## src/rtl/assert_macros.svh

```systemverilog
// ----------------------------------------------------------------------------
// assert_macros.svh
// assertion helpers, empty when synthesised
// ----------------------------------------------------------------------------
`ifndef ASSERT_MACROS_SVH
`define ASSERT_MACROS_SVH

`ifndef SYNTHESIS
`define ASSERT_CHK(lbl, clk, rstn, prop, msg) \
    lbl: assert property (@(posedge clk) disable iff (!(rstn)) prop) else $error(msg);
`define ASSERT_CHK_NR(lbl, clk, prop, msg) \
    lbl: assert property (@(posedge clk) prop) else $error(msg);
`else
`define ASSERT_CHK(lbl, clk, rstn, prop, msg)
`define ASSERT_CHK_NR(lbl, clk, prop, msg)
`endif

`endif

```

## src/rtl/ppc_pkg.sv

```systemverilog
// ----------------------------------------------------------------------------
// ppc_pkg
// shared constants for the planar pose composition pipeline
// ----------------------------------------------------------------------------
`timescale 1ns / 1ps

package ppc_pkg;

    localparam int POS_BITS_DEF    = 32;
    localparam int ANGLE_BITS_DEF  = 16;
    localparam int TRIG_STAGES_DEF = 16;

    localparam int ARC_LEN = 24;
    localparam int TURN_W  = 32;
    localparam int XY_W    = 34;
    localparam int Z_W     = 33;
    localparam int TRIG_W  = 16;

    localparam logic [31:0] GAIN_Q30 = 32'h26DD3B6A;

    // arctan(2^-i), 2^32 per turn
    localparam logic [31:0] ARC_TABLE [ARC_LEN] = '{
        32'h20000000, 32'h12E4051E, 32'h09FB385B, 32'h051111D4,
        32'h028B0D43, 32'h0145D7E1, 32'h00A2F61E, 32'h00517C55,
        32'h0028BE53, 32'h00145F2F, 32'h000A2F98, 32'h000517CC,
        32'h00028BE6, 32'h000145F3, 32'h0000A2FA, 32'h0000517D,
        32'h000028BE, 32'h0000145F, 32'h00000A30, 32'h00000518,
        32'h0000028C, 32'h00000146, 32'h000000A3, 32'h00000051
    };

    typedef struct packed {
        logic en;
        logic vld;
    } ppc_ctl_t;

endpackage

```

## src/rtl/ppc_cordic.sv

```systemverilog
// ----------------------------------------------------------------------------
// ppc_cordic
// pipelined rotation-mode cordic giving q1.15 cosine and sine of a binary
// angle, one stage per micro-rotation, with a side payload kept in step
// ----------------------------------------------------------------------------
`timescale 1ns / 1ps

module ppc_cordic
    import ppc_pkg::*;
#(
    parameter int ANGLE_BITS = ANGLE_BITS_DEF,
    parameter int STAGES     = TRIG_STAGES_DEF,
    parameter int SIDE_W     = 8
) (
    input  logic                     aclk,
    input  logic                     aresetn,
    input  ppc_ctl_t                 ctl_in,
    input  logic [ANGLE_BITS-1:0]    heading,
    input  logic [SIDE_W-1:0]        side_in,
    output logic                     vld_out,
    output logic signed [TRIG_W-1:0] cos_out,
    output logic signed [TRIG_W-1:0] sin_out,
    output logic [SIDE_W-1:0]        side_out
);

    localparam logic signed [XY_W-1:0] HALF_LSB = XY_W'(16384);

    logic                   vld_reg  [STAGES+2];
    logic [SIDE_W-1:0]      side_reg [STAGES+2];
    logic                   flip_reg [STAGES+1];
    logic signed [XY_W-1:0] x_reg    [STAGES+1];
    logic signed [XY_W-1:0] y_reg    [STAGES+1];
    logic signed [Z_W-1:0]  z_reg    [STAGES+1];
    logic signed [TRIG_W-1:0] cos_reg, sin_reg;

    logic [TURN_W-1:0] turn;
    logic              flip_next;
    logic [TURN_W-1:0] turn_f;

    function automatic logic signed [TRIG_W-1:0] sat16(input logic signed [XY_W-1:0] v);
        logic signed [XY_W-1:0] sh;
        logic signed [TRIG_W-1:0] r;
        sh = (v + HALF_LSB) >>> 15;
        if (&sh[XY_W-1:TRIG_W-1] || ~|sh[XY_W-1:TRIG_W-1]) begin
            r = sh[TRIG_W-1:0];
        end else if (sh[XY_W-1]) begin
            r = {1'b1, {(TRIG_W-1){1'b0}}};
        end else begin
            r = {1'b0, {(TRIG_W-1){1'b1}}};
        end
        return r;
    endfunction

    // fold second and third quadrants by half a turn
    assign turn      = {heading, {(TURN_W-ANGLE_BITS){1'b0}}};
    assign flip_next = turn[TURN_W-1] ^ turn[TURN_W-2];
    assign turn_f    = turn ^ {flip_next, {(TURN_W-1){1'b0}}};

    always_ff @(posedge aclk) begin
        if (!aresetn) begin
            vld_reg[0] <= 1'b0;
        end else if (ctl_in.en) begin
            vld_reg[0] <= ctl_in.vld;
        end
    end

    always_ff @(posedge aclk) begin
        if (ctl_in.en) begin
            side_reg[0] <= side_in;
            flip_reg[0] <= flip_next;
            x_reg[0]    <= $signed({{(XY_W-32){1'b0}}, GAIN_Q30});
            y_reg[0]    <= '0;
            z_reg[0]    <= $signed({turn_f[TURN_W-1], turn_f});
        end
    end

    for (genvar k = 0; k < STAGES; k++) begin : g_stage
        logic signed [XY_W-1:0] xs, ys, x_next, y_next;
        logic signed [Z_W-1:0]  arc, z_next;

        assign xs  = x_reg[k] >>> k;
        assign ys  = y_reg[k] >>> k;
        assign arc = $signed({1'b0, ARC_TABLE[k]});

        always_comb begin
            if (!z_reg[k][Z_W-1]) begin
                x_next = x_reg[k] - ys;
                y_next = y_reg[k] + xs;
                z_next = z_reg[k] - arc;
            end else begin
                x_next = x_reg[k] + ys;
                y_next = y_reg[k] - xs;
                z_next = z_reg[k] + arc;
            end
        end

        always_ff @(posedge aclk) begin
            if (!aresetn) begin
                vld_reg[k+1] <= 1'b0;
            end else if (ctl_in.en) begin
                vld_reg[k+1] <= vld_reg[k];
            end
        end

        always_ff @(posedge aclk) begin
            if (ctl_in.en) begin
                side_reg[k+1] <= side_reg[k];
                flip_reg[k+1] <= flip_reg[k];
                x_reg[k+1]    <= x_next;
                y_reg[k+1]    <= y_next;
                z_reg[k+1]    <= z_next;
            end
        end
    end

    logic signed [XY_W-1:0] xf, yf;
    assign xf = flip_reg[STAGES] ? -x_reg[STAGES] : x_reg[STAGES];
    assign yf = flip_reg[STAGES] ? -y_reg[STAGES] : y_reg[STAGES];

    always_ff @(posedge aclk) begin
        if (!aresetn) begin
            vld_reg[STAGES+1] <= 1'b0;
        end else if (ctl_in.en) begin
            vld_reg[STAGES+1] <= vld_reg[STAGES];
        end
    end

    always_ff @(posedge aclk) begin
        if (ctl_in.en) begin
            side_reg[STAGES+1] <= side_reg[STAGES];
            cos_reg            <= sat16(xf);
            sin_reg            <= sat16(yf);
        end
    end

    assign vld_out  = vld_reg[STAGES+1];
    assign side_out = side_reg[STAGES+1];
    assign cos_out  = cos_reg;
    assign sin_out  = sin_reg;

endmodule

```

## config.mk

```make
export PLATFORM = sky130hd
export DESIGN_NAME = ppc_cordic
export DESIGN_NICKNAME = d
export VERILOG_FILES = /design/src/rtl/assert_macros.svh /design/src/rtl/ppc_pkg.sv /design/src/rtl/ppc_cordic.sv
export SDC_FILE = /design/constraint.sdc
export NUM_CORES = 2
export LEC_CHECK = 0
export BUFFER_PORTS_ARGS = -buffer_cell sky130_fd_sc_hd__buf_2
export CORE_MARGIN = 4
export CORE_UTILIZATION = 51
export DETAILED_ROUTE_END_ITERATION = 8
export GPL_ROUTABILITY_DRIVEN = 0
export PLACE_DENSITY = 0.64
export SLEW_MARGIN = 25
export SYNTH_ARGS = -nofsm -noshare
export SYNTH_HDL_FRONTEND = slang
export SYNTH_SLANG_ARGS = --single-unit
export TNS_END_PERCENT = 100
```

## constraint.sdc

```tcl
create_clock -name aclk -period 13 [get_ports aclk]
set_input_delay 2.6 -clock aclk [delete_from_list [all_inputs] [get_ports aclk]]
set_output_delay 2.6 -clock aclk [all_outputs]
set_load 0.01 [all_outputs]
```

## Yosys cells after proc, flatten, opt, wreduce, memory -nomap -nowiden

Memories as Yosys holds them, arrays and structs flattened.
Cells that the tools add are included.

| storage, ports and cells | value |
|---|---|
| input bits | 28 |
| register bits after elaboration | 32 |
| output and inout port bits | 41 |
| logic and storage cells | 212 |
| memories kept | 6 |
| RAM bits | 1,896 |

Memory list:

| name | depth | bits a word | rd ports | clocked after memory_dff | wr ports | line | RTL |
|---|---|---|---|---|---|---|---|
| x_reg | 17 | 34 | 17 | 0 | 17 | ppc_cordic.sv:31 | `logic signed [XY_W-1:0] x_reg [STAGES+1];` |
| y_reg | 17 | 34 | 17 | 0 | 17 | ppc_cordic.sv:32 | `logic signed [XY_W-1:0] y_reg [STAGES+1];` |
| z_reg | 17 | 33 | 16 | 0 | 17 | ppc_cordic.sv:33 | `logic signed [Z_W-1:0] z_reg [STAGES+1];` |
| side_reg | 18 | 8 | 18 | 0 | 18 | ppc_cordic.sv:29 | `logic [SIDE_W-1:0] side_reg [STAGES+2];` |
| vld_reg | 18 | 1 | 18 | 0 | 18 | ppc_cordic.sv:28 | `logic vld_reg [STAGES+2];` |
| flip_reg | 17 | 1 | 17 | 0 | 17 | ppc_cordic.sv:30 | `logic flip_reg [STAGES+1];` |

| cells by class | value |
|---|---|
| reduce and logical (&&, ||, !) cells | 8 |
| bitwise gates (word level) | 20 |
| multiplexer cells | 77 |
| $add $sub $neg | 99 |

Operators with widths:

| kind | number |
|---|---|
| $mux W34 | 34 |
| $mux W33 | 16 |
| $add A34 B16 Y34 const B | 2 |
| $add A34 B19 Y34 | 2 |
| $add A34 B20 Y34 | 2 |
| $add A34 B21 Y34 | 2 |
| $add A34 B22 Y34 | 2 |
| $add A34 B23 Y34 | 2 |
| $add A34 B24 Y34 | 2 |
| $add A34 B25 Y34 | 2 |
| $add A34 B26 Y34 | 2 |
| $add A34 B27 Y34 | 2 |
| $add A34 B28 Y34 | 2 |
| $add A34 B29 Y34 | 2 |
| $add A34 B30 Y34 | 2 |
| $add A34 B31 Y34 | 2 |
| $add A34 B32 Y34 | 2 |
| $add A34 B33 Y34 | 2 |
| $neg A34 Y34 | 2 |
| $sub A34 B19 Y34 | 2 |
| $sub A34 B20 Y34 | 2 |
| $sub A34 B21 Y34 | 2 |
| $sub A34 B22 Y34 | 2 |
| $sub A34 B23 Y34 | 2 |
| other kinds (53) | 110 |

## Longest topological paths before layout

An unclocked memory read counts as a cell.

| logic depth | value |
|---|---|
| word-level depth | 8 |
| mapped depth | 22 |
| gate-level depth less buffers | 22 |

## Worst setup path before layout

No wires, ideal clock.

| path | value |
|---|---|
| path type | register to register |
| start | mem z_reg[5][32] (netlist: z_reg[0][197]) |
| end | mem z_reg[6][31] (netlist: z_reg[0][229]), data pin |
| path slack | 8.091 ns |
| required time | 12.865 ns |
| clock period less this slack | 4.909 ns |
| buffers on the path | 2 |
| cell stages (with the launch flop) | 17 |
| setup time | 0.135 ns |
| data arrival time | 4.774 ns |
| cells stage by stage | edfxtp_1 clkbuf_1 inv_1 clkbuf_1 ha_1 fa_1 a21oi_1 o21ai_1 a2111oi_0 nor2b_1 o41ai_1 a21oi_1 o41ai_1 o21ai_0 or3_1 a2111o_1 nand3_1 |

RTL lines:

| item | line |
|---|---|
| start: declaration | ppc_cordic.sv:33 |

==> flow_summary.toml <==
[logic_synthesis]
ys_seq_area_frac = 0.385
synth_fa_ha_area_frac = 0.140
syn_inst = 12963
ys_types = 98
synth_top_family_by_area = "compound AO/OA/AOI/OAI gates"
synthXorXnorAreaFrac = 0.125
ys_warn_count = 0
synth-main-ff-cell = "edfxtp_1"
netlist_top_cells_count = "edfxtp_1, ha_1, a21oi_1, xnor2_1, nor2_1"
synth.area.mux_share = 0.0105
syn_area_per_cell_sq_um = 9.88
synth.most_common_cell = "edfxtp_1"
synth_compound_area_frac = 0.186
yosysTopAreaCellShare = 0.385
post-synth-top-area-cell = "edfxtp_1"
syn_area_sq_um = 128000
synth_nets = 14398
synth_seq_cells = 1641
synth-simple-area-share = 0.131
synth_edf_count = 1640
synthTopCellsByArea = "edfxtp_1, ha_1, xnor2_1, a21oi_1, xor2_1"
async_flop_share = 0

[sta]
rsz0062_at_grt = "no"
finalHoldViolCount = 0
maxSlewViolCount = 0
worst_slack_ns = 7.29
fin_crit_ns = 5.71
period_share = 0.439
skew_ns = 0.0546
setup_viol_count_final = 0
tns_ns = 0
worst_pin_slew_ns = 1.04
max_freq_mhz = 175
slew_headroom = 0.303

[placed_design]
dp_cells = 16231
portBuffers = 68
hpwl_um = 248000
preCtsSetupSlack_ns = 7.38

[global_route]
grt_max_degree = 178
antenna_found_initial = 4
grt_pass1_vias = 94364
grt_use_total = 0.239
grt_pass1_wl_um = 507000
grt.overflow.total = 0

[route]
dr_wl_met2_um = 146000
wl_met1_um = 146000
drc = 0
routed_wl_um = 318000
first_iter_violations = 8304
drtAntennaViolNets = 0
highest_layer = "met4"
via_count = 99105
wl_met3_um = 16900
viasPerCell = 5.98
wire_per_inst_um = 19.2
drt-pass1-iter-count = 8

[setup_path]
critPathTopFamily = "simple AND/OR/NAND/NOR gates"
crit_buf_inv = 1
cp-start-kind = "flip-flop"
crit_type = "reg -> reg"
worstPathMaxFanout = 5
max_stage_delay_ns = 0.73
worstPathArrival_ns = 6.31
crit_chain = "inv_1 > ha_1 > nand2b_1 > or4_1 > or3_1 > or2_2 > nor4b_1 > a21oi_1 > xnor2_1 > ha_1 > a21oi_1 > o21ai_0 > a221o_1 > a21oi_1 > a211oi_1 > o41ai_1 > mux2i_1 > nor2_1"
crit_slowest_cell = "nor4b_1"
cp_data_required_time_ns = 13.60
crit_path_end_kind = "flip-flop"
crit_path_frequent_cell = "a21oi_1"

[clock_network]
htreeDepth = 4
numCtsBuffers = 188
cts_tree = "done"
cts_buffer_depth = 3
cts_sinks = 1641
clk_latency_ns = 0.86
ctsHoldBuffers = 0
cts-root-buf = "clkbuf_16"
cts_setup_buffers = 0
cts_resized = 0
cts.clk_slew.worst_paths_ns = 0.06

[finish]
drive_above_1_share = 0.0463
multi_input_area_sq_um = 75800
area_growth_pct = 8.42
stdcell_count = 16577
fillers = 21642
final_nets = 14527
finish.utilization = 0.557
seqCellArea_sq_um = 49300
largest_register_ffs = 511

[die]
io_pins = 69
initial_utilization = 0.514
rows = 183
core_area_sq_um = 249000
die_area_sq_um = 259000
die_w_um = 509
die_h_um = 509

[flow_run]
drv_cap = 0

[run_status]
status = "complete, no violations"

[worst_hold_path]
worst_hold_path_type = "reg -> reg"
path summary, 6_finish.rpt:
path / start / to / slack, ns / depth (start not counted)
worst max-delay path: x_reg[5][5]$_DFFE_PP_ / y_reg[6][33]$_DFFE_PP_ / 7.29 / 18
worst min-delay path: side_reg[13][7]$_DFFE_PP_ / side_reg[14][7]$_DFFE_PP_ / 0.41 / 0
worst max register to register: x_reg[5][5]$_DFFE_PP_ / y_reg[6][33]$_DFFE_PP_ / 7.29 / 18
worst min register to register: side_reg[13][7]$_DFFE_PP_ / side_reg[14][7]$_DFFE_PP_ / 0.41 / 0
cell usage in the layout (no fill, tap or decap), types with 51 or more instances in the layout:
cell type  Yosys  final
or3_1        108    108
o21bai_1     136    136
nor2b_1      167    167
and3_1       137    137
nor3_1       390    390
nor2_1      1128   1128
and2_1       100    100
xor2_1       654    654
buf_4          5     58
a21oi_1     1358   1358
nand2b_1     200    200
clkbuf_16      0    188
o21a_1       201    201
nand2_1      556    556
o211ai_1      71     71
mux2_2        55     55
edfxtp_1    1640   1640
mux2i_1       73     73
or2_2         51     51
a31oi_1      143    143
xnor2_1     1171   1171
nand3_1      242    242
inv_1        596    596
nand4_1       67     67
ha_1        1365   1365
a21boi_0      61     61
o31ai_1       58     58
o21ai_0      580    580
a211oi_1     121    119
a21o_1       553    553
nor4_1       102    100
buf_2          6     67
worst reg2reg max path, stage by stage (launching register included):
cell	delay, ns
edfxtp_1	0.45
inv_1	0.10
ha_1	0.17
nand2b_1	0.09
or4_1	0.42
or3_1	0.38
or2_2	0.37
nor4b_1	0.73
a21oi_1	0.19
xnor2_1	0.17
ha_1	0.35
a21oi_1	0.25
o21ai_0	0.16
a221o_1	0.32
a21oi_1	0.32
a211oi_1	0.19
o41ai_1	0.51
mux2i_1	0.25
nor2_1	0.07
metrics by stage:
stage          area, sq um  hold WS (ns)
5_1_grt             139000         0.416
2_1_floorplan       128000         0.400
4_1_cts             139000         0.416
6_report            139000         0.413
3_5_place_dp        132000         0.405
3_3_place_gp        132000         0.400
final cells by class:
cell class                      count  area share
Antenna cell                        3   0.0000541
Tap cell                         3330      0.0300
Sequential cell                  1641       0.355
Clock inverter                    136      0.0120
Inverter                          600      0.0162
Multi-Input combinational cell  10530       0.546
Clock buffer                      206      0.0344
Timing Repair Buffer              131     0.00642
cell families after synthesis:
family / after synthesis
simple gates: 3417
compound gates: 3752
buf+inv: 792
flops: 1641
mux: 128
fa+ha+maj: 1407
xor+xnor: 1826
routing by layer:
metal | up-vias | GRT usage
met5 | - | 0
met4 | 0 | 0.0637
met3 | 466 | 0.0279
met2 | 2662 | 0.393
met1 | 47487 | 0.334
li1 | 48490 | -
Power is not shown: default switching activity piles up to over one toggle a cycle in this logic, so the estimate is an artifact.
